### src/prtc_pkg.sv
// Shared types, register map and constants for the RTC register file.
package prtc_pkg;

   // Defaults for the top-level parameters
   localparam int STORE_BYTES_DEF  = 65536;
   localparam int COUNTER_BITS_DEF = 47;
   localparam int MAX_TRANSFER_DEF = 16;

   // Front-to-back queue depth
   localparam int QUEUE_DEPTH = 2;

   localparam int WINDOW_BYTES = 6;
   localparam int ALARM_BYTES  = 4;

   // Configuration port
   localparam int CSR_ADDR_BITS = 5;
   localparam logic [2:0] REG_WINDOW_BASE  = 3'd0;
   localparam logic [2:0] REG_CTRL_ADDR    = 3'd1;
   localparam logic [2:0] REG_EVENT_ADDR   = 3'd2;
   localparam logic [2:0] REG_VALUE_ADDR   = 3'd3;
   localparam logic [2:0] REG_IRQM_ADDR    = 3'd4;
   localparam logic [2:0] REG_ENABLE_MASK  = 3'd5;
   localparam logic [2:0] REG_EVENT_BITS   = 3'd6;

   localparam logic [15:0] WINDOW_BASE_RST = 16'hF802;
   localparam logic [15:0] CTRL_ADDR_RST   = 16'hF800;
   localparam logic [15:0] EVENT_ADDR_RST  = 16'hF80C;
   localparam logic [15:0] VALUE_ADDR_RST  = 16'hF808;
   localparam logic [15:0] IRQM_ADDR_RST   = 16'hF80E;
   localparam logic [7:0]  ENABLE_MASK_RST = 8'h40;
   localparam logic [7:0]  EVENT_BITS_RST  = 8'h01;

   // Request kind codes
   localparam logic [1:0] KIND_TICK  = 2'd0;
   localparam logic [1:0] KIND_READ  = 2'd1;
   localparam logic [1:0] KIND_WRITE = 2'd2;

   typedef enum logic [2:0] {
      OP_TICK,
      OP_READ,
      OP_WRITE,
      OP_REJECT,
      OP_NOP
   } op_kind_type;

   typedef enum logic [2:0] {
      BK_CLEAR,
      BK_RELOAD,
      BK_RUN,
      BK_FINISH
   } back_state_type;

   typedef struct packed {
      logic [15:0] window_base;
      logic [15:0] ctrl_addr;
      logic [15:0] event_addr;
      logic [15:0] value_addr;
      logic [15:0] irqm_addr;
      logic [7:0]  enable_mask;
      logic [7:0]  event_bits;
   } cfg_type;

   typedef struct packed {
      op_kind_type op;
      logic [15:0] address;
      logic [7:0]  write_data;
      logic        snap_take;
      logic        in_window;
      logic [2:0]  win_ofs;
      logic        alarm_check;
   } entry_type;

endpackage

### src/prtc_queue.sv
// Short FIFO between the front end and the back end.
module prtc_queue (
   input  logic                clock,
   input  logic                reset,
   input  logic                push,
   input  prtc_pkg::entry_type push_entry,
   input  logic                pop,
   output logic                valid,
   output logic                full,
   output prtc_pkg::entry_type head
);

   localparam int PTR_W = (prtc_pkg::QUEUE_DEPTH > 1) ? $clog2(prtc_pkg::QUEUE_DEPTH) : 1;
   localparam int CNT_W = $clog2(prtc_pkg::QUEUE_DEPTH + 1);
   localparam logic [PTR_W-1:0] PTR_LAST = PTR_W'(prtc_pkg::QUEUE_DEPTH - 1);
   localparam logic [CNT_W-1:0] CNT_FULL = CNT_W'(prtc_pkg::QUEUE_DEPTH);

   prtc_pkg::entry_type slot_ff [prtc_pkg::QUEUE_DEPTH];
   logic [PTR_W-1:0] wr_ptr_ff, wr_ptr_in, rd_ptr_ff, rd_ptr_in;
   logic [CNT_W-1:0] count_ff, count_in;

   assign valid = (count_ff != '0);
   assign full  = (count_ff == CNT_FULL);
   assign head  = slot_ff[rd_ptr_ff];

   always_comb begin
      wr_ptr_in = wr_ptr_ff;
      rd_ptr_in = rd_ptr_ff;
      count_in  = count_ff;
      if (push) begin
         wr_ptr_in = (wr_ptr_ff == PTR_LAST) ? '0 : wr_ptr_ff + PTR_W'(1);
      end
      if (pop) begin
         rd_ptr_in = (rd_ptr_ff == PTR_LAST) ? '0 : rd_ptr_ff + PTR_W'(1);
      end
      if (push && !pop) begin
         count_in = count_ff + CNT_W'(1);
      end else if (pop && !push) begin
         count_in = count_ff - CNT_W'(1);
      end
   end

   always_ff @(posedge clock) begin
      if (reset) begin
         wr_ptr_ff <= '0;
         rd_ptr_ff <= '0;
         count_ff  <= '0;
      end else begin
         wr_ptr_ff <= wr_ptr_in;
         rd_ptr_ff <= rd_ptr_in;
         count_ff  <= count_in;
      end
   end

   always_ff @(posedge clock) begin
      if (push) begin
         slot_ff[wr_ptr_ff] <= push_entry;
      end
   end

endmodule

### config.mk
export PLATFORM = sky130hd
export DESIGN_NAME = prtc_queue
export DESIGN_NICKNAME = d
export VERILOG_FILES = /design/src/prtc_pkg.sv /design/src/prtc_queue.sv
export SDC_FILE = /design/constraint.sdc
export NUM_CORES = 1
export LEC_CHECK = 0
export BUFFER_PORTS_ARGS = -buffer_cell sky130_fd_sc_hd__buf_2
export CAP_MARGIN = 20
export CORE_MARGIN = 8
export CORE_UTILIZATION = 50
export CTS_CLUSTER_SIZE = 40
export DETAILED_ROUTE_END_ITERATION = 8
export GPL_TIMING_DRIVEN = 0
export PLACE_DENSITY_LB_ADDON = 0.3
export SLEW_MARGIN = 30
export SYNTH_ARGS = -nofsm -noshare
export SYNTH_HDL_FRONTEND = slang
export SYNTH_SLANG_ARGS = --single-unit
### constraint.sdc
create_clock -name clock -period 4.5 [get_ports clock]
set_input_delay 0 -clock clock [delete_from_list [all_inputs] [get_ports clock]]
set_output_delay 0 -clock clock [all_outputs]
set_load 0.02 [all_outputs]
==> out/summary.txt <==
Logic pwr share - 16.0%
Reg clk slew, reported paths - 70 ps
Critical path class - reg2out
Wirelength, routed - 5280 um
Rel. slew slack - 56.8%
Final Hold Vio Count - 0
FF/Latch Area - 2080 sq um
Syn. warnings - 0
Hold Crit Class - in2reg
Ratio of cells with drive above 1 in the final layout - 49.0%
Number of port buffers - 71
Pwr Density - 391 nW/um^2
Top cells by count, synth - edfxtp_1 (66), mux2_2 (33), dfxtp_1 (5), nor2_1 (4), buf_4 (3)
Initial Util - 51.4%
Sw Share - 23.6%
Post-CTS Setup Inserts - 0
Global-route usage over all layers - 14.8%
WL/cell - 16.4 um
Area share of the largest cell type after synthesis - 76.5%
Nets@finish - 284
Mapped Nets - 163
Vias/cell - 4.68
#FFs+latches synth - 71
Filler cell count in the final layout - 336
Period utilization - 33.3%
Leakage - 1.39 nW
Post-synth EDFFs - 66
I/O pins - 72
CP bufs+invs - 3
Outcome - completed
Worst stage delay on the critical path - 350 ps
CTS resizes - 0
Setup-failing EPs final - 0
CTS buffer count - 9
Sequential element share of the synthesized area - 80.3%
Adder-cell share of the synthesized area - 0.483%
Grt total ovfl - 0
Die ar. - 7740 sq um
H-tree levels - 3
Worst Skew - 8.02 ps
Antenna violations before repair - 0
Pin count of the biggest net entering global routing - 27
Final HPWL DP - 3500 um
Final Critical Period - 1500 ps
Placer congestion estimate - 0.698
NetSw - 332 uW
Pre-Repair DR Iteration Count - 4
Area grow syn2layout - 38.9%
Synth Flop Type - edfxtp_1
XOR/XNOR Fraction of Synth Area - 1.35%
Fin. max-slew vios - 0
Combinational family with the most area after synthesis - multiplexers
Most common cell in the netlist - edfxtp_1
CTS sink count - 71
Initial DRC Count - 56
Top cell type by total area after synthesis - edfxtp_1
Setup TNS - 0 ps
Worst IR Drop VDD - 0.285 mV
Die W - 88.0 um
First-pass GRT wire length - 8310 um
Post-layout util - 71.4%
Vias - 1,501
Slew @ Worst Pin - 647 ps
Routed Antenna Nets - 0
Antenna Cells - 0
Syn Area/Cell - 20.7 sq um
Clk root buf - clkbuf_8
Top post-synthesis cells by area - edfxtp_1 (76%), mux2_2 (14%), dfxtp_1 (3.9%), buf_4 (0.87%), xnor2_1 (0.68%)
Crit-path most repeated cell - buf_2
Compound-Gate Fraction of Synth Area - 0.386%
Hold-fix buffers, CTS - 37
Clock latency at the later pin of the worst-skew pair - 330 ps
Simple-gate share of the synthesized area - 1.88%
Clock Power Share - 28.6%
Register share of total power - 55.5%
Data arrival time of the worst path - 1500 ps
Placement row count - 26
Slack of the critical path - 3000 ps
CP top delay family - buffers and inverters
Area occupied by multi-input gates - 487 sq um
Gate Count Post-Synth - 125
Crit. End Element - output pin
Critical path cell sequence - buf_2, buf_4, mux2_2, buf_2
Clk buf depth - 2
WP data required - 4500 ps
Via count of the first global-routing pass - 1,746
Crit-path max FO - 10
# DRC - 0
Post-synth cell types - 17
Synth Cell Area - 2590 sq um
Crit-path slowest cell - mux2_2
Async set-or-reset flop fraction in the synthesized netlist - 0%
Core footprint - 5040 sq um
Mux cell area share after synthesis - 14.3%
Maxcap violations - 0
Int Power - 1.08 mW
CTS tree - built
Dpl ws - 3050 ps
RSZ-0062 raised after global routing - no
Die height - 88.0 um
Worst setup SP type - register
Max Freq - 667 MHz
layer usage:
layer	part of all wire (%)	vias to the layer above	wire length, um	GRT usage [%]
met5	0	-	0	0
met1	37	721	1940	14.2
met4	3.0	0	158	8.91
met2	55	42	2920	27.4
met3	4.9	13	258	4.13
li1	-	725	-	-
worst reg2reg max path, stage by stage (launching register included):
cell and delay, ps:
dfxtp_1 350, nor2b_4 540, buf_8 250
cell usage in the layout, fill, tap and decap left out, drive strengths merged:
cell type	netlist	layout
nor2b	1	1
dfxtp	5	5
buf	4	77
or2	1	1
or3	1	1
a21oi	1	1
and2b	1	1
nor2	4	4
mux2	33	33
xnor2	2	2
clkbuf	0	16
ha	1	1
o21ai	1	1
edfxtp	66	66
xor2	2	2
dlygate4sd3	0	37
and2	1	1
inv	1	1
stage by stage:
| step | hold WS (ps) | cells | area (sq um) | total power [mW] |
|---|---|---|---|---|
| after CTS | 378 | 321 | 3600 | 1.42 |
| after global placement | 187 | 266 | 3030 | 0.982 |
| final | 393 | 321 | 3600 | 1.41 |
| after global routing | 385 | 321 | 3600 | 1.47 |
| after floorplan | 69.1 | 125 | 2590 | 0.918 |
| after detailed placement | 191 | 268 | 3080 | 0.997 |
worst paths after layout:
check	startpoint	cells after the start	slack (ps)	end
max	register	4	3000	head[1]
min reg2reg	count_ff[1]$_SDFFE_PP0P_	2	510	count_ff[1]$_SDFFE_PP0P_
min	push_entry[24]	2	390	slot_ff[1][24]$_DFFE_PP_
max reg2reg	wr_ptr_ff$_SDFFE_PP0P_	2	3070	slot_ff[0][13]$_DFFE_PP_
kinds of logic after synthesis:
kind of cell | Yosys count
compound gates | 2
fa+ha+maj | 1
flops | 71
mux | 33
xor+xnor | 4
buf+inv | 5
simple gates | 9
sequential cells by signal, indices dropped and copies added (netlist names), named ones only:
register	cells
slot_ff	66
count_ff	2
rd_ptr_ff	1
wr_ptr_ff	1
final cells by class:
cell class / instances / share of cell area, %
plain buffers: 4 / 0.765
clock buffers: 16 / 4.17
inverters: 1 / 0.104
multi-input cells: 49 / 13.5
flip-flops and latches: 71 / 57.9
well taps: 70 / 2.43
repair buffers: 110 / 21.1
power by group through the flow:
stage / Combinational (mW) / Sequential (mW) / Clock [mW]
2_1_floorplan: 0.126 / 0.791 / 0
3_3_place_gp: 0.189 / 0.793 / 0
3_5_place_dp: 0.202 / 0.795 / 0
4_1_cts: 0.228 / 0.781 / 0.411
5_1_grt: 0.242 / 0.784 / 0.448
6_report: 0.225 / 0.781 / 0.402
(Power assumes the default switching activity.)
