[src/prtc_pkg.sv]
// Shared types, register map and constants for the RTC register file.
package prtc_pkg;

   // Defaults for the top-level parameters
   localparam int STORE_BYTES_DEF  = 65536;
   localparam int COUNTER_BITS_DEF = 47;
   localparam int MAX_TRANSFER_DEF = 16;

   // Front-to-back queue depth
   localparam int QUEUE_DEPTH = 2;

   localparam int WINDOW_BYTES = 6;
   localparam int ALARM_BYTES  = 4;

   // Configuration port
   localparam int CSR_ADDR_BITS = 5;
   localparam logic [2:0] REG_WINDOW_BASE  = 3'd0;
   localparam logic [2:0] REG_CTRL_ADDR    = 3'd1;
   localparam logic [2:0] REG_EVENT_ADDR   = 3'd2;
   localparam logic [2:0] REG_VALUE_ADDR   = 3'd3;
   localparam logic [2:0] REG_IRQM_ADDR    = 3'd4;
   localparam logic [2:0] REG_ENABLE_MASK  = 3'd5;
   localparam logic [2:0] REG_EVENT_BITS   = 3'd6;

   localparam logic [15:0] WINDOW_BASE_RST = 16'hF802;
   localparam logic [15:0] CTRL_ADDR_RST   = 16'hF800;
   localparam logic [15:0] EVENT_ADDR_RST  = 16'hF80C;
   localparam logic [15:0] VALUE_ADDR_RST  = 16'hF808;
   localparam logic [15:0] IRQM_ADDR_RST   = 16'hF80E;
   localparam logic [7:0]  ENABLE_MASK_RST = 8'h40;
   localparam logic [7:0]  EVENT_BITS_RST  = 8'h01;

   // Request kind codes
   localparam logic [1:0] KIND_TICK  = 2'd0;
   localparam logic [1:0] KIND_READ  = 2'd1;
   localparam logic [1:0] KIND_WRITE = 2'd2;

   typedef enum logic [2:0] {
      OP_TICK,
      OP_READ,
      OP_WRITE,
      OP_REJECT,
      OP_NOP
   } op_kind_type;

   typedef enum logic [2:0] {
      BK_CLEAR,
      BK_RELOAD,
      BK_RUN,
      BK_FINISH
   } back_state_type;

   typedef struct packed {
      logic [15:0] window_base;
      logic [15:0] ctrl_addr;
      logic [15:0] event_addr;
      logic [15:0] value_addr;
      logic [15:0] irqm_addr;
      logic [7:0]  enable_mask;
      logic [7:0]  event_bits;
   } cfg_type;

   typedef struct packed {
      op_kind_type op;
      logic [15:0] address;
      logic [7:0]  write_data;
      logic        snap_take;
      logic        in_window;
      logic [2:0]  win_ofs;
      logic        alarm_check;
   } entry_type;

endpackage

[src/prtc_csr.sv]
// APB configuration registers for the RTC register file.
module prtc_csr (
   input  logic                                 clock,
   input  logic                                 reset,
   input  logic                                 psel,
   input  logic                                 penable,
   input  logic                                 pwrite,
   input  logic [prtc_pkg::CSR_ADDR_BITS-1:0]   paddr,
   input  logic [31:0]                          pwdata,
   output logic [31:0]                          prdata,
   output logic                                 pready,
   output prtc_pkg::cfg_type                    cfg,
   output logic                                 cfg_wr
);

   prtc_pkg::cfg_type cfg_ff;
   prtc_pkg::cfg_type cfg_in;
   logic [2:0]        reg_idx;

   assign pready  = 1'b1;
   assign reg_idx = paddr[4:2];
   assign cfg_wr  = psel && penable && pwrite;
   assign cfg     = cfg_ff;

   always_comb begin
      cfg_in = cfg_ff;
      if (cfg_wr) begin
         case (reg_idx)
            prtc_pkg::REG_WINDOW_BASE: cfg_in.window_base = pwdata[15:0];
            prtc_pkg::REG_CTRL_ADDR:   cfg_in.ctrl_addr   = pwdata[15:0];
            prtc_pkg::REG_EVENT_ADDR:  cfg_in.event_addr  = pwdata[15:0];
            prtc_pkg::REG_VALUE_ADDR:  cfg_in.value_addr  = pwdata[15:0];
            prtc_pkg::REG_IRQM_ADDR:   cfg_in.irqm_addr   = pwdata[15:0];
            prtc_pkg::REG_ENABLE_MASK: cfg_in.enable_mask = pwdata[7:0];
            prtc_pkg::REG_EVENT_BITS:  cfg_in.event_bits  = pwdata[7:0];
            default: ;
         endcase
      end
   end

   always_ff @(posedge clock) begin
      if (reset) begin
         cfg_ff.window_base <= prtc_pkg::WINDOW_BASE_RST;
         cfg_ff.ctrl_addr   <= prtc_pkg::CTRL_ADDR_RST;
         cfg_ff.event_addr  <= prtc_pkg::EVENT_ADDR_RST;
         cfg_ff.value_addr  <= prtc_pkg::VALUE_ADDR_RST;
         cfg_ff.irqm_addr   <= prtc_pkg::IRQM_ADDR_RST;
         cfg_ff.enable_mask <= prtc_pkg::ENABLE_MASK_RST;
         cfg_ff.event_bits  <= prtc_pkg::EVENT_BITS_RST;
      end else begin
         cfg_ff <= cfg_in;
      end
   end

   always_comb begin
      case (reg_idx)
         prtc_pkg::REG_WINDOW_BASE: prdata = {16'h0000, cfg_ff.window_base};
         prtc_pkg::REG_CTRL_ADDR:   prdata = {16'h0000, cfg_ff.ctrl_addr};
         prtc_pkg::REG_EVENT_ADDR:  prdata = {16'h0000, cfg_ff.event_addr};
         prtc_pkg::REG_VALUE_ADDR:  prdata = {16'h0000, cfg_ff.value_addr};
         prtc_pkg::REG_IRQM_ADDR:   prdata = {16'h0000, cfg_ff.irqm_addr};
         prtc_pkg::REG_ENABLE_MASK: prdata = {24'h000000, cfg_ff.enable_mask};
         prtc_pkg::REG_EVENT_BITS:  prdata = {24'h000000, cfg_ff.event_bits};
         default:                   prdata = 32'h0000_0000;
      endcase
   end

endmodule

[config.mk]
export PLATFORM = sky130hd
export DESIGN_NAME = prtc_csr
export DESIGN_NICKNAME = d
export VERILOG_FILES = /design/src/prtc_pkg.sv /design/src/prtc_csr.sv
export SDC_FILE = /design/constraint.sdc
export NUM_CORES = 1
export LEC_CHECK = 0
export BUFFER_PORTS_ARGS = -buffer_cell sky130_fd_sc_hd__buf_2
export CAP_MARGIN = 10
export CORE_MARGIN = 8
export CORE_UTILIZATION = 30
export CTS_CLUSTER_SIZE = 20
export DETAILED_ROUTE_END_ITERATION = 8
export GPL_ROUTABILITY_DRIVEN = 0
export MAX_ROUTING_LAYER = met4
export PLACE_DENSITY = 0.53
export SLEW_MARGIN = 20
export SYNTH_ARGS = -nofsm -noshare
export SYNTH_HDL_FRONTEND = slang
export SYNTH_SLANG_ARGS = --single-unit
[constraint.sdc]
create_clock -name clock -period 1.2 [get_ports clock]
set_input_delay 0.24 -clock clock [delete_from_list [all_inputs] [get_ports clock]]
set_output_delay 0.24 -clock clock [all_outputs]
set_load 0.005 [all_outputs]
==> impl_metrics.yaml, run 1 <==
synthesis:
  synth_edf_count: 0
  synth.ff_latch_count: 96
  seq_area_frac_synth_pct: 41.2
  synthCells: 469
  avgSynthCellArea_sq_um: 9.95
  synthArstFlopShare_pct: 0
  netlist_area_sq_um: 4670
  yosys_warnings: 0
  synth_common_cells: "mux2i_1 (117), dfxtp_1 (96), nand2b_1 (60)"
  ys.flop_type: "dfxtp_1"
  yosys.cell_count.top_type: "mux2i_1"
  synth_cell_types: 33
  synth_top_area_cell: "dfxtp_1"
  synth_area_leaders: "dfxtp_1 (41%), mux2i_1 (25%), nand2b_1 (8.0%)"
  synth_top_area_share_pct: 41.2
clock_network:
  clk_pin_slew_worst_paths_ns: 0.07
  insertion_delay_ns: 0.35
  cts_tree: "done"
  cts-buffers-inserted: 9
  clock_path_buffers: 2
  ctsHoldBuffers: 0
  cts-root-buf: "clkbuf_16"
  ctsHtreeMaxLevel: 3
  clock_sinks: 96
outcome:
  status: "finished with violations"
  violations: "setup timing"
sta:
  setup_ws_ns: -0.498
  slew_viol_final: 0
  fin_skew_ns: 0
  fmax_mhz: 589
  finalHoldViolCount: 0
  min_period_ns: 1.70
  rsz0062_at_grt: "true"
  setup_viol: 16
  fin_tns_setup_ns: -5.00
  period_share_pct: 142
global_route:
  grt_overflow: 0
  track_usage_pct: 17.0
  antenna_found_initial: 0
  grt_pass1_vias: 4508
  grt_max_degree: 29
  grt_pass1_wl_um: 25500
floorplan:
  ios: 172
  die_x_um: 141
  fp-row-count: 45
  dieArea_sq_um: 19800
  core_sq_um: 15200
  die_h_um: 141
  initial_core_util_pct: 30.7
setup_path:
  crit_path_max_fanout: 2
  r2r_cells: 4
  cp.required_ns: 0.96
  critPathLaunchType: "register"
  end_kind: "output port"
  path_class: "reg -> out"
  crit_arrival_ns: 1.46
placement:
  dp_hpwl_um: 12600
  preCtsSetupSlack_ns: -0.483
  port_buffers: 136
  placedInstanceArea_sq_um: 6390
power:
  cellPowerDensity_nw_per_um2: 1010
  clock_power_share_pct: 42.5
  p_seq_share_pct: 45.5
  power.leakage_nw: 3.54
  peakVddDrop_mv: 0.615
  internal_power_mw: 5.36
  p_comb_share_pct: 12.0
  swShare_pct: 24.5
  power_mw: 7.10
  p_sw_mw: 1.74
drt:
  firstDrtPassIters: 4
  drtAntennaViolNets: 0
  via_per_inst: 4.76
  wl_per_cell_um: 18.5
  drt-total-wl_um: 16500
  drc: 0
  drt_iter0_drc: 267
  vias: 4241
final_layout:
  fin_area_sq_um: 7040
  diodes: 0
  largest_reg_flops: 96
  synthToLayoutAreaGrowth_pct: 50.9
  final_layout_size_suffix_gt1_share_pct: 49.9
  final_core_util_pct: 46.3
  fin_nets: 740
min_path:
  hold_class: "in -> reg"
  hold-path-cell-count: 2
run:
  max_cap_viol_count: 0
-- cell usage in the layout (no fill, tap or decap), types with 3 or more instances in the layout --
master     Yosys  layout
nor2_1        44      43
inv_2          0       6
a221oi_2       0       6
dfxtp_1       96      67
buf_4         22     102
mux2i_1      117     113
o221a_2        8       5
clkbuf_16      0       9
o21ai_0       21      20
buf_6          5      14
mux2i_2        0       3
or3_1          7       7
conb_1         2      17
nand2b_1      60      59
nor2b_1       12      11
o221a_4        0       3
o221ai_2       0       7
o31ai_1        7       7
dfxtp_2        0      29
buf_2         13     123
nand2_4        1       8
buf_12         0      13
-- repair_timing --
action / 4_1_cts / 5_1_grt
pin swaps: 11 / 6
hold endpoints to repair: 0 / 0
setup endpoints to repair: 44 / 38
buffers inserted: 5 / 1
resized for setup: 62 / 33
-- critical path, stage by stage, from the launching register on --
cell and delay [ns]:
dfxtp_2 0.35, mux2i_1 0.08, o221a_2 0.29, a221oi_4 0.22, buf_2 0.17
-- cell families (layout without fill, tap and decap cells) --
family                 Yosys count  in the layout  share of synthesized area, %
DFF                             96             96                          41.2
buffers and inverters           58            277                          7.59
AOI/OAI and AO/OA               54             54                          8.63
other                            2             17                         0.161
and+or+nand+nor                141            141                          17.1
muxes                          118            118                          25.3
-- metrics by stage --
stage | hold slack [ns] | cells
6_report | 0.137 | 891
5_1_grt | 0.128 | 891
4_1_cts | 0.125 | 891
3_5_place_dp | 0.483 | 871
3_3_place_gp | 0.469 | 871
2_1_floorplan | 0.358 | 484
-- layout make-up --
cell class / instances / area [sq um]
fillers: 1505 / 8160
multi-input cells: 330 / 2700
flip-flops and latches: 96 / 1960
repair buffers: 253 / 1810
clock buffers: 11 / 253
well taps: 188 / 235
clock inverters: 5 / 55.1
inverters: 8 / 30.0
-- per-layer routing --
metal / part of all wire (%) / vias to the layer above / track usage (%)
met4: 2.0 / 0 / 6.79
met5: 0 / - / -
met2: 45 / 129 / 26.2
met1: 47 / 2035 / 21.3
met3: 5.6 / 21 / 3.92
li1: - / 2056 / -
-- worst paths after layout --
check	startpoint	endpoint	slack, ns
max	cfg[17]	prdata[1]	-0.50
min	pwdata[6]	cfg[14]	0.14
min reg2reg	cfg[11]	cfg[11]	0.47
max reg2reg	cfg[8]	cfg[8]	0.30
-- power groups by stage --
stage	Clock (mW)	Combinational (mW)	Sequential (mW)
after floorplan	0	0.437	3.30
after global placement	0	0.789	3.30
after detailed placement	0	0.795	3.30
after CTS	3.09	0.835	3.23
after global routing	3.22	0.922	3.23
final	3.02	0.855	3.23
Note: power is estimated with default switching activity, not from simulation.
==> inputs of run 2 (changes only) <==
--- a/config.mk
+++ b/config.mk
@@ -14,6 +14,7 @@
 export GPL_ROUTABILITY_DRIVEN = 0
 export MAX_ROUTING_LAYER = met4
 export PLACE_DENSITY = 0.53
+export RECOVER_POWER = 25
 export SLEW_MARGIN = 20
 export SYNTH_ARGS = -nofsm -noshare
 export SYNTH_HDL_FRONTEND = slang
==> run 2 against run 1 <==
Net effect: the run still ends with setup timing left; power decreased by 0.24%; sequential cell count did not move; first-iteration DRC count grew 1.9%; count of clock-buffer cells in the layout did not move; largest cell class unchanged; global-route usage unchanged.
==> impl_metrics.yaml, run 2 (synthesis results as in run 1) <==
drt:
  drc: 0
  firstDrtPassIters: 4
  wl_per_cell_um: 18.6
  drt-total-wl_um: 16600
  vias: 4265
  via_per_inst: 4.79
  drtAntennaViolNets: 0
  drt_iter0_drc: 272
clock_network:
  cts_tree: "done"
  ctsHtreeMaxLevel: 3
  insertion_delay_ns: 0.35
  clk_pin_slew_worst_paths_ns: 0.07
  clock_path_buffers: 2
  cts-root-buf: "clkbuf_16"
  ctsHoldBuffers: 0
  clock_sinks: 96
  cts-buffers-inserted: 9
final_layout:
  layout_common_cells: "buf_2 (123), mux2i_1 (113), buf_4 (97)"
  fin_area_sq_um: 6980
  diodes: 0
  fill_cells: 1513
  synthToLayoutAreaGrowth_pct: 49.5
  final_layout_size_suffix_gt1_share_pct: 48.9
  largest_reg_flops: 96
  final_common_cell: "buf_2"
  fin_nets: 740
  final_core_util_pct: 45.9
global_route:
  grt_pass1_wl_um: 25500
  track_usage_pct: 17.0
  grt_overflow: 0
  antenna_found_initial: 0
  grt_pass1_vias: 4508
  grt_max_degree: 29
setup_path:
  critPathLaunchType: "register"
  crit_path_max_fanout: 2
  cp.required_ns: 0.96
  crit_arrival_ns: 1.46
  end_kind: "output port"
  r2r_cells: 4
  path_class: "reg -> out"
floorplan:
  initial_core_util_pct: 30.7
  core_sq_um: 15200
  die_x_um: 141
  ios: 172
  die_h_um: 141
  dieArea_sq_um: 19800
  fp-row-count: 45
outcome:
  status: "finished with violations"
  violations: "setup timing"
min_path:
  hold-path-cell-count: 2
  hold_class: "in -> reg"
sta:
  min_period_ns: 1.70
  fin_tns_setup_ns: -4.98
  rsz0062_at_grt: "true"
  whs_ns: 0.133
  finalHoldViolCount: 0
  period_share_pct: 141
  setup_ws_ns: -0.496
  slew_viol_final: 0
  setup_viol: 17
  fin_skew_ns: 0
  fmax_mhz: 589
power:
  peakVddDrop_mv: 0.613
  power_mw: 7.08
  cellPowerDensity_nw_per_um2: 1010
  power.leakage_nw: 3.51
placement:
  placedInstanceArea_sq_um: 6390
  port_buffers: 136
  dp_hpwl_um: 12600
run:
  max_cap_viol_count: 0
run 2: critical path, stage by stage (launching register included):
cell	delay [ns]
dfxtp_2	0.35
mux2i_1	0.08
o221a_2	0.29
a221oi_4	0.22
buf_2	0.17
run 2: metrics by stage:
stage          setup WS, ns  cells
2_1_floorplan       -0.0581    484
3_3_place_gp         -0.475    871
3_5_place_dp         -0.483    871
4_1_cts              -0.531    891
5_1_grt              -0.546    891
6_report             -0.496    891
run 2: power breakdown:
group          switching, mW  internal (mW)
Sequential            0.0189           3.21
Clock                   1.29           1.72
Combinational          0.425          0.417
Total                   1.73           5.35
run 2: layout make-up:
| type | count | area, sq um | area share, % |
|---|---|---|---|
| tap | 188 | 235 | 3.37 |
| multi-input combinational | 330 | 2690 | 38.5 |
| timing repair buffer | 253 | 1760 | 25.2 |
| sequential | 96 | 1960 | 28.0 |
| clock buffer | 11 | 253 | 3.62 |
| clock inverter | 5 | 55.1 | 0.789 |
| inverter | 8 | 30.0 | 0.430 |
run 2: final timing paths:
kind                  start         to  slack (ns)
setup / recovery    cfg[17]  prdata[1]       -0.50
hold / removal    pwdata[6]    cfg[14]        0.13
setup reg to reg     cfg[8]     cfg[8]        0.28
hold reg to reg     cfg[11]    cfg[11]        0.47
run 2: timing repair:
item | 4_1_cts | 5_1_grt
buffers inserted | 5 | 1
pin swaps | 11 | 6
endpoints found under the setup margin | 44 | 38
cloned | 0 | 0
gates resized for setup | 62 | 33
run 2: metal layers:
metal	vias to the layer above	share of wire, %	global-route usage [%]
met5	-	0	-
met4	0	2.2	6.79
met3	23	5.7	3.92
met2	135	45	26.2
met1	2049	47	21.3
li1	2058	-	-
