### config.mk
export PLATFORM = sky130hd
export DESIGN_NAME = prtc_front
export DESIGN_NICKNAME = d
export VERILOG_FILES = /design/src/prtc_pkg.sv /design/src/prtc_front.sv
export SDC_FILE = /design/constraint.sdc
export NUM_CORES = 1
export LEC_CHECK = 0
export ABC_CLOCK_PERIOD_IN_PS = 5100
export BUFFER_PORTS_ARGS = -buffer_cell sky130_fd_sc_hd__buf_2
export CAP_MARGIN = 20
export CELL_PAD_IN_SITES_DETAIL_PLACEMENT = 1
export CELL_PAD_IN_SITES_GLOBAL_PLACEMENT = 1
export CORE_MARGIN = 2
export CORE_UTILIZATION = 35
export DETAILED_ROUTE_END_ITERATION = 8
export GPL_ROUTABILITY_DRIVEN = 0
export PLACE_DENSITY = 0.83
export SYNTH_ARGS = -nofsm -noshare
export SYNTH_HDL_FRONTEND = slang
export SYNTH_SLANG_ARGS = --single-unit
### constraint.sdc
create_clock -name clock -period 5.1 [get_ports clock]
set_input_delay 0.51 -clock clock [delete_from_list [all_inputs] [get_ports clock]]
set_output_delay 0.51 -clock clock [all_outputs]
set_load 0.01 [all_outputs]
### src/prtc_pkg.sv
// Shared types, register map and constants for the RTC register file.
package prtc_pkg;

   // Defaults for the top-level parameters
   localparam int STORE_BYTES_DEF  = 65536;
   localparam int COUNTER_BITS_DEF = 47;
   localparam int MAX_TRANSFER_DEF = 16;

   // Front-to-back queue depth
   localparam int QUEUE_DEPTH = 2;

   localparam int WINDOW_BYTES = 6;
   localparam int ALARM_BYTES  = 4;

   // Configuration port
   localparam int CSR_ADDR_BITS = 5;
   localparam logic [2:0] REG_WINDOW_BASE  = 3'd0;
   localparam logic [2:0] REG_CTRL_ADDR    = 3'd1;
   localparam logic [2:0] REG_EVENT_ADDR   = 3'd2;
   localparam logic [2:0] REG_VALUE_ADDR   = 3'd3;
   localparam logic [2:0] REG_IRQM_ADDR    = 3'd4;
   localparam logic [2:0] REG_ENABLE_MASK  = 3'd5;
   localparam logic [2:0] REG_EVENT_BITS   = 3'd6;

   localparam logic [15:0] WINDOW_BASE_RST = 16'hF802;
   localparam logic [15:0] CTRL_ADDR_RST   = 16'hF800;
   localparam logic [15:0] EVENT_ADDR_RST  = 16'hF80C;
   localparam logic [15:0] VALUE_ADDR_RST  = 16'hF808;
   localparam logic [15:0] IRQM_ADDR_RST   = 16'hF80E;
   localparam logic [7:0]  ENABLE_MASK_RST = 8'h40;
   localparam logic [7:0]  EVENT_BITS_RST  = 8'h01;

   // Request kind codes
   localparam logic [1:0] KIND_TICK  = 2'd0;
   localparam logic [1:0] KIND_READ  = 2'd1;
   localparam logic [1:0] KIND_WRITE = 2'd2;

   typedef enum logic [2:0] {
      OP_TICK,
      OP_READ,
      OP_WRITE,
      OP_REJECT,
      OP_NOP
   } op_kind_type;

   typedef enum logic [2:0] {
      BK_CLEAR,
      BK_RELOAD,
      BK_RUN,
      BK_FINISH
   } back_state_type;

   typedef struct packed {
      logic [15:0] window_base;
      logic [15:0] ctrl_addr;
      logic [15:0] event_addr;
      logic [15:0] value_addr;
      logic [15:0] irqm_addr;
      logic [7:0]  enable_mask;
      logic [7:0]  event_bits;
   } cfg_type;

   typedef struct packed {
      op_kind_type op;
      logic [15:0] address;
      logic [7:0]  write_data;
      logic        snap_take;
      logic        in_window;
      logic [2:0]  win_ofs;
      logic        alarm_check;
   } entry_type;

endpackage

### src/prtc_front.sv
// Front end: classifies requests and tracks transfer progress.
module prtc_front #(
   parameter int STORE_BYTES  = prtc_pkg::STORE_BYTES_DEF,
   parameter int MAX_TRANSFER = prtc_pkg::MAX_TRANSFER_DEF
) (
   input  logic                clock,
   input  logic                reset,
   input  prtc_pkg::cfg_type   cfg,
   input  logic                accept,
   input  logic [1:0]          req_kind,
   input  logic [15:0]         req_address,
   input  logic                req_first_byte,
   input  logic [4:0]          req_transfer_len,
   input  logic [7:0]          req_write_data,
   output prtc_pkg::entry_type entry
);

   localparam logic [16:0] STORE_LIMIT = 17'(STORE_BYTES);
   localparam logic [4:0]  LEN_MAX     = 5'(MAX_TRANSFER);
   localparam logic [4:0]  SEEN_MAX    = 5'd31;

   logic [15:0] transfer_start_ff, transfer_start_in;
   logic [4:0]  bytes_seen_ff, bytes_seen_in;
   logic        alarm_touched_ff, alarm_touched_in;

   logic [4:0]  len_eff;
   logic [15:0] start_eff;
   logic [4:0]  seen_base, seen_next;
   logic        touched_base, touched_acc;
   logic [16:0] addr17, end17, win_lo, win_hi, val_lo, val_hi;
   logic        reject, is_alarm, last_byte, is_xfer;

   always_comb begin
      if (req_transfer_len == 5'd0) begin
         len_eff = 5'd1;
      end else if (req_transfer_len > LEN_MAX) begin
         len_eff = LEN_MAX;
      end else begin
         len_eff = req_transfer_len;
      end

      start_eff    = req_first_byte ? req_address : transfer_start_ff;
      seen_base    = req_first_byte ? 5'd0 : bytes_seen_ff;
      touched_base = req_first_byte ? 1'b0 : alarm_touched_ff;

      addr17 = {1'b0, req_address};
      end17  = {1'b0, start_eff} + 17'(len_eff);
      reject = (end17 > STORE_LIMIT) || (addr17 >= STORE_LIMIT);

      win_lo = {1'b0, cfg.window_base};
      win_hi = win_lo + 17'(prtc_pkg::WINDOW_BYTES);
      val_lo = {1'b0, cfg.value_addr};
      val_hi = val_lo + 17'(prtc_pkg::ALARM_BYTES);

      is_alarm = (req_address == cfg.ctrl_addr) || (req_address == cfg.event_addr) ||
                 (req_address == cfg.irqm_addr) || ((addr17 >= val_lo) && (addr17 < val_hi));

      seen_next   = (seen_base == SEEN_MAX) ? SEEN_MAX : seen_base + 5'd1;
      touched_acc = touched_base || is_alarm;
      last_byte   = (seen_next == len_eff);
      is_xfer     = (req_kind == prtc_pkg::KIND_READ) || (req_kind == prtc_pkg::KIND_WRITE);

      entry.address     = req_address;
      entry.write_data  = req_write_data;
      entry.in_window   = (addr17 >= win_lo) && (addr17 < win_hi);
      entry.win_ofs     = 3'(req_address - cfg.window_base);
      entry.snap_take   = req_first_byte && (addr17 < win_hi) &&
                          ((addr17 + 17'(len_eff)) > win_lo);
      entry.alarm_check = last_byte && touched_acc;

      case (req_kind)
         prtc_pkg::KIND_TICK:  entry.op = prtc_pkg::OP_TICK;
         prtc_pkg::KIND_READ:  entry.op = reject ? prtc_pkg::OP_REJECT : prtc_pkg::OP_READ;
         prtc_pkg::KIND_WRITE: entry.op = reject ? prtc_pkg::OP_REJECT : prtc_pkg::OP_WRITE;
         default:              entry.op = prtc_pkg::OP_NOP;
      endcase

      transfer_start_in = transfer_start_ff;
      bytes_seen_in     = bytes_seen_ff;
      alarm_touched_in  = alarm_touched_ff;
      if (accept && is_xfer) begin
         transfer_start_in = start_eff;
         bytes_seen_in     = seen_base;
         alarm_touched_in  = touched_base;
         if (!reject) begin
            bytes_seen_in = seen_next;
            // Drop the touched flag once the last write byte has run the check
            if (req_kind == prtc_pkg::KIND_WRITE) begin
               alarm_touched_in = last_byte ? 1'b0 : touched_acc;
            end
         end
      end
   end

   always_ff @(posedge clock) begin
      if (reset) begin
         transfer_start_ff <= '0;
         bytes_seen_ff     <= '0;
         alarm_touched_ff  <= 1'b0;
      end else begin
         transfer_start_ff <= transfer_start_in;
         bytes_seen_ff     <= bytes_seen_in;
         alarm_touched_ff  <= alarm_touched_in;
      end
   end

endmodule

==> results.json, run 1 <==
{
  "run_status": "finished, final reports clean",
  "finalClockSkew_ns": 0.001420,
  "max_slew.worst_pin.slew_ns": 1.043,
  "async_flop_share": 0,
  "ios": 164,
  "place_inst": 957,
  "drive_above_1_share": 0.1985,
  "power_frac_seq": 0.228,
  "cp-end-kind": "output port",
  "wl_um": 16870,
  "numPortBuffers": 131,
  "post_cts_buffers": 0,
  "critPathBufInv": 3,
  "slowest_stage": "a2111oi_0",
  "dp_hpwl_um": 14110,
  "path_class": "in2out",
  "yosysWarnings": 0,
  "cts_tree": "yes",
  "crit_required_ns": 4.59,
  "ys_seq_area_frac": 0.08363,
  "reg2reg_from": "transfer_start_ff[1]",
  "dp_slack_ns": 0.3492,
  "layout_min_cycle_time_ns": 4.770,
  "timing.hold.ws_ns": 0.4735,
  "cts_resized": 0,
  "relSlewSlack": 0.2866,
  "numCtsBuffers": 3,
  "drv_slew": 0,
  "clkLatencyLatePin_ns": 0.25,
  "dieArea_um2": 16040,
  "arrival_ns": 4.26,
  "drv_cap": 0,
  "rsz0062_at_grt": "false",
  "root_buffer": "clkbuf_16",
  "synth_edf_count": 0,
  "ir_drop_mv": 0.1181,
  "n_fill_cell": 1874,
  "finalNonFillerCells": 961,
  "syn_area_um2": 5266,
  "stdcell_area_um2": 5959,
  "cp-startpoint": "req_transfer_len[2]",
  "clock_path_buffers": 2,
  "antenna_found_initial": 1,
  "die_w_um": 126.7,
  "overflow": 0,
  "syn_nets": 915,
  "crit_chain": "buf_2 -> nor3_1 -> nor2_1 -> or2_2 -> inv_1 -> ha_1 -> fa_1 -> a21o_1 -> a21oi_1 -> nor2b_1 -> o21ai_0 -> xnor2_1 -> ha_1 -> a21o_1 -> a21o_1 -> a21oi_1 -> o21ai_0 -> a21o_1 -> a2111oi_0 -> nor3_1 -> buf_2",
  "dr.pass1.iters": 4,
  "syn_area_per_cell_um2": 7.666,
  "swShare": 0.4126,
  "synth_flop_cell": "dfxtp_1",
  "worst_slack_ns": 0.3300,
  "fmax_ghz": 0.2096,
  "setup_tns_ns": 0,
  "grt_pass1_vias": 5286,
  "synthCells": 687,
  "htreeDepth": 1,
  "fin_crit_sh": 0.9353,
  "critPathMaxFanout": 3,
  "hold_buffers": 0,
  "grt_use_total": 0.2070,
  "p_leak_nw": 2.829,
  "setup_violations": 0,
  "clockPowerShare": 0.202,
  "start_util": 0.3596,
  "num_vias": 5271,
  "internal_power_mw": 0.4902,
  "place_area_um2": 5882,
  "grt_max_degree": 29,
  "max_stage_delay_ns": 0.43,
  "die_h_um": 126.7,
  "num_rows": 44,
  "cp-start-kind": "input pin",
  "core_area_um2": 14640,
  "hp-start": "transfer_start_ff[8]",
  "grt_pass1_wl_um": 27030,
  "combPwrFrac": 0.570,
  "vias_per_cell": 5.485,
  "ys_seq_elements": 22,
  "drt_iter0_drc": 207,
  "wl_per_cell_um": 17.56,
  "synth.distinct_cells": 68,
  "p_sw_mw": 0.3443,
  "total_power_mw": 0.8346,
  "hold_class": "reg2reg",
  "nets": 1006,
  "crit_family": "compound AO/OA/AOI/OAI gates",
  "layout.core_utilization": 0.4070,
  "cts.clk_slew.worst_paths_ns": 0.06,
  "ant_nets": 0,
  "drc_errors": 0,
  "power_density_nw_per_um2": 140.0,
  "crit_top_cell": "a21o_1",
  "area_delta_synth_final_pct": 13.16,
  "cts.sinks": 22,
  "finalHoldViolCount": 0
}
final cells by class:
class                   instances  area, µm²  area share
multi-input cells             565       4338      0.7279
well taps                     184      230.2     0.03863
repair buffers                134      678.2      0.1138
flip-flops and latches         22      440.4     0.07390
clock buffers                   3      75.07     0.01260
inverters                      52      195.2     0.03275
diodes                          1      2.502   0.0004199
worst paths after layout:
path | endpoint | slack (ns) | depth (start not counted)
setup reg to reg | bytes_seen_ff[3] | 1.88 | 11
hold reg to reg | transfer_start_ff[8] | 0.47 | 2
hold / removal | transfer_start_ff[8] | 0.47 | 2
setup / recovery | entry[5] | 0.33 | 21
power groups by stage:
stage	logic, mW	registers, mW	clock network [mW]
after floorplan	0.325	0.191	0
after global placement	0.459	0.193	0
after detailed placement	0.473	0.194	0
after CTS	0.478	0.190	0.175
after global routing	0.536	0.191	0.176
final	0.476	0.191	0.168
cells by family after synthesis:
family | after synthesis | synth area share
multiplexers | 17 | 0.03469
AND/OR/NAND/NOR | 214 | 0.2112
AO/OA/AOI/OAI | 142 | 0.1851
flip-flops | 22 | 0.08363
adder cells (fa/ha/maj) | 97 | 0.2347
XOR/XNOR | 95 | 0.1580
buffers and inverters | 100 | 0.09266
synth_stat cells, types with 4 or more instances:
| cell type | n | area share |
|---|---|---|
| inv_1 | 52 | 0.037 |
| nand4_1 | 32 | 0.038 |
| nand2b_1 | 5 | 0.0059 |
| and3_1 | 4 | 0.0048 |
| mux2_2 | 4 | 0.0086 |
| dfxtp_1 | 22 | 0.084 |
| xor2_1 | 10 | 0.017 |
| a21oi_1 | 33 | 0.031 |
| nor3_1 | 21 | 0.020 |
| nor2_1 | 45 | 0.032 |
| a31oi_1 | 4 | 0.0048 |
| xnor2_1 | 85 | 0.14 |
| clkbuf_1 | 15 | 0.011 |
| buf_2 | 6 | 0.0057 |
| nand2_1 | 48 | 0.034 |
| a21o_1 | 26 | 0.037 |
| o21ai_0 | 23 | 0.022 |
| nand3_1 | 18 | 0.017 |
| and4_1 | 4 | 0.0067 |
| mux2i_1 | 11 | 0.021 |
| nor2b_1 | 12 | 0.014 |
| buf_4 | 24 | 0.034 |
| a211oi_1 | 13 | 0.019 |
| ha_1 | 94 | 0.22 |
| nor4_1 | 7 | 0.0083 |
registers in the layout (all words and copies together) (netlist names):
signal / cells
alarm_touched_ff: 1
transfer_start_ff: 16
bytes_seen_ff: 5
per-layer routing:
layer / track usage / wire length (µm) / part of all wire / vias to the layer above
li1: - / - / - / 2625
met1: 0.2878 / 8010 / 0.47 / 2506
met2: 0.3498 / 7780 / 0.46 / 124
met3: 0.02362 / 885 / 0.052 / 16
met4: 0.03749 / 195 / 0.012 / 0
met5: 0 / 0 / 0 / -
layout by cell type, fill, tap and decap left out, drive strengths merged, types with 5 or more instances in the layout:
cell type	synthesis	final
a211oi	15	15
a21o	26	26
mux2i	13	13
o21ai	24	24
xnor2	85	85
xor2	10	10
nand4	32	32
nor3	21	21
inv	52	52
nor4	8	8
nand2	48	48
buf	33	134
a21oi	33	33
nand2b	5	5
dfxtp	22	22
nor2	45	45
nand3	19	19
ha	94	94
nor2b	12	12
worst min-delay path: cells and delay by family (launching register included):
family	cells	cell delay, ns
DFF	1	0.32
AOI/OAI and AO/OA	1	0.05
and+or+nand+nor	1	0.06
Power figures use the tool's default switching activity.
==> run 2: changes to the inputs <==
- CELL_PAD_IN_SITES_DETAIL_PLACEMENT: 1 -> 0
- CORE_UTILIZATION: 35 -> 38
- PLACE_DENSITY: 0.83 -> 0.89
==> results.json, run 2 (synthesized netlist as in run 1, its figures left out) <==
{
  "run_status": "finished, final reports clean",
  "p_leak_nw": 2.844,
  "cp-endpoint": "entry[5]",
  "post_cts_buffers": 0,
  "largest_register": "transfer_start_ff",
  "crit_required_ns": 4.59,
  "path_class": "in2out",
  "hp-start": "transfer_start_ff[8]",
  "dp_slack_ns": 0.3676,
  "cts.clk_slew.worst_paths_ns": 0.07,
  "grt_use_total": 0.1994,
  "clkLatencyLatePin_ns": 0.26,
  "reg_top3": "transfer_start_ff: 16 flops, bytes_seen_ff: 5 flops, alarm_touched_ff: 1 flops",
  "drv_slew": 0,
  "root_buffer": "clkbuf_16",
  "area_delta_synth_final_pct": 13.59,
  "cp-startpoint": "req_transfer_len[2]",
  "setup_violations": 0,
  "hold_class": "reg2reg",
  "die_w_um": 121.7,
  "crit_family": "compound AO/OA/AOI/OAI gates",
  "fmax_ghz": 0.2131,
  "num_vias": 5256,
  "layout_min_cycle_time_ns": 4.693,
  "n_antenna_cell": 0,
  "rsz0062_at_grt": "false",
  "vias_per_cell": 5.492,
  "nets": 1006,
  "dieArea_um2": 14820,
  "max_stage_delay_ns": 0.42,
  "power_density_nw_per_um2": 146.9,
  "fin_crit_sh": 0.9202,
  "ant_nets": 0,
  "dr.pass1.iters": 5,
  "antenna_found_initial": 0,
  "grt_max_degree": 34,
  "critPathBufInv": 3,
  "finalClockSkew_ns": 0.003411,
  "drc_errors": 0,
  "rr_endpoint": "alarm_touched_ff",
  "ios": 164,
  "numPortBuffers": 131,
  "reg2reg_from": "transfer_start_ff[0]",
  "critPathMaxFanout": 3,
  "arrival_ns": 4.18,
  "cts_tree": "yes",
  "overflow": 0,
  "relSlewSlack": 0.4060,
  "critical_path_depth": 21,
  "drt_iter0_drc": 254,
  "grt_pass1_vias": 4827,
  "numCtsBuffers": 3,
  "clock_path_buffers": 2,
  "htreeDepth": 1,
  "slowest_stage": "fa_1",
  "start_util": 0.3839,
  "r2r_slack_ns": 2.04,
  "crit_top_cell": "a21o_1",
  "ir_drop_mv": 0.1610,
  "worstRegToRegCells": 12,
  "core_area_um2": 13720,
  "die_h_um": 121.7,
  "drive_above_1_share": 0.1995,
  "finalHoldViolCount": 0,
  "cp-end-kind": "output port",
  "max_slew.worst_pin.slew_ns": 0.8686,
  "num_rows": 43,
  "worst_slack_ns": 0.4072,
  "drv_cap": 0,
  "wl_um": 15020,
  "largest_reg_flops": 16,
  "cp-start-kind": "input pin",
  "grt_pass1_wl_um": 23810,
  "cts.sinks": 22,
  "layout_commonest_cell": "buf_2",
  "crit_chain": "buf_2 -> nor3_1 -> nor2_1 -> or2_2 -> inv_1 -> ha_1 -> fa_1 -> a21o_1 -> a21oi_1 -> nor2b_1 -> o21ai_1 -> xnor2_1 -> ha_1 -> a21o_1 -> a21o_1 -> a21oi_1 -> o21ai_0 -> a21o_1 -> a2111oi_0 -> nor3_1 -> buf_2",
  "final_cell_mix": "buf_2, ha_1, xnor2_1",
  "wl_per_cell_um": 15.70,
  "dp_hpwl_um": 12140,
  "setup_tns_ns": 0
}
==> run 2: changes by cell type in the layout (fill, tap and decap cells not counted), sizes merged <==
cell	change
bufinv	+1
diode	-1
==> run 2: how the worst min path moves through the flow <==
stage / to / slack [ns] / cells past startpoint
finish: transfer_start_ff[8] / 0.46 / 2
floorplan: transfer_start_ff[8] / 0.44 / 2
global placement: transfer_start_ff[8] / 0.45 / 2
CTS: transfer_start_ff[8] / 0.47 / 2
detailed placement: transfer_start_ff[8] / 0.46 / 2
global route: transfer_start_ff[8] / 0.50 / 2
==> run 2: layer usage <==
metal  global-route usage  wire length [µm]  up-vias
met5                    0                 0        -
met4              0.05819               362        0
met3              0.02341               837       24
met2               0.3441              6905      163
met1               0.2611              6916     2433
li1                     -                 -     2636
==> run 2: report_power, final <==
group | leakage, nW | internal (mW) | switching (mW)
registers | 0.180 | 0.182 | 0.00752
logic | 2.61 | 0.203 | 0.259
clock network | 0.0511 | 0.156 | 0.0708
total | 2.84 | 0.541 | 0.338
==> run 2: worst min-delay path: cells and delay by family, from the launching register on <==
kind               cells  cell delay, ns
and+or+nand+nor        1            0.05
AOI/OAI and AO/OA      1            0.05
DFF                    1            0.31
==> run 2: through the flow <==
step,total power [mW],util,std cells,cell area (µm²),hold WS [ns]
5_1_grt,0.9505,0.4360,957,5982,0.4995
4_1_cts,0.8828,0.4360,957,5982,0.4672
6_report,0.8787,0.4360,957,5982,0.4612
3_3_place_gp,0.6480,0.4284,953,5877,0.4549
3_5_place_dp,0.6538,0.4284,953,5877,0.4576
2_1_floorplan,0.5160,-,687,5266,0.4365
==> run 2: cell type report <==
class | instances | area [µm²]
multi-input combinational | 565 | 4338
timing repair buffer | 134 | 678.2
tap | 180 | 225.2
clock buffer | 3 | 75.07
inverter | 52 | 195.2
fill | 1453 | 7737
clock inverter | 1 | 30.03
sequential | 22 | 440.4
==> run 2: what timing repair did <==
item,in CTS,in global routing
setup endpoints to repair,0,1
hold endpoints to repair,0,0
hold buffers,0,0
gates resized for setup,0,1
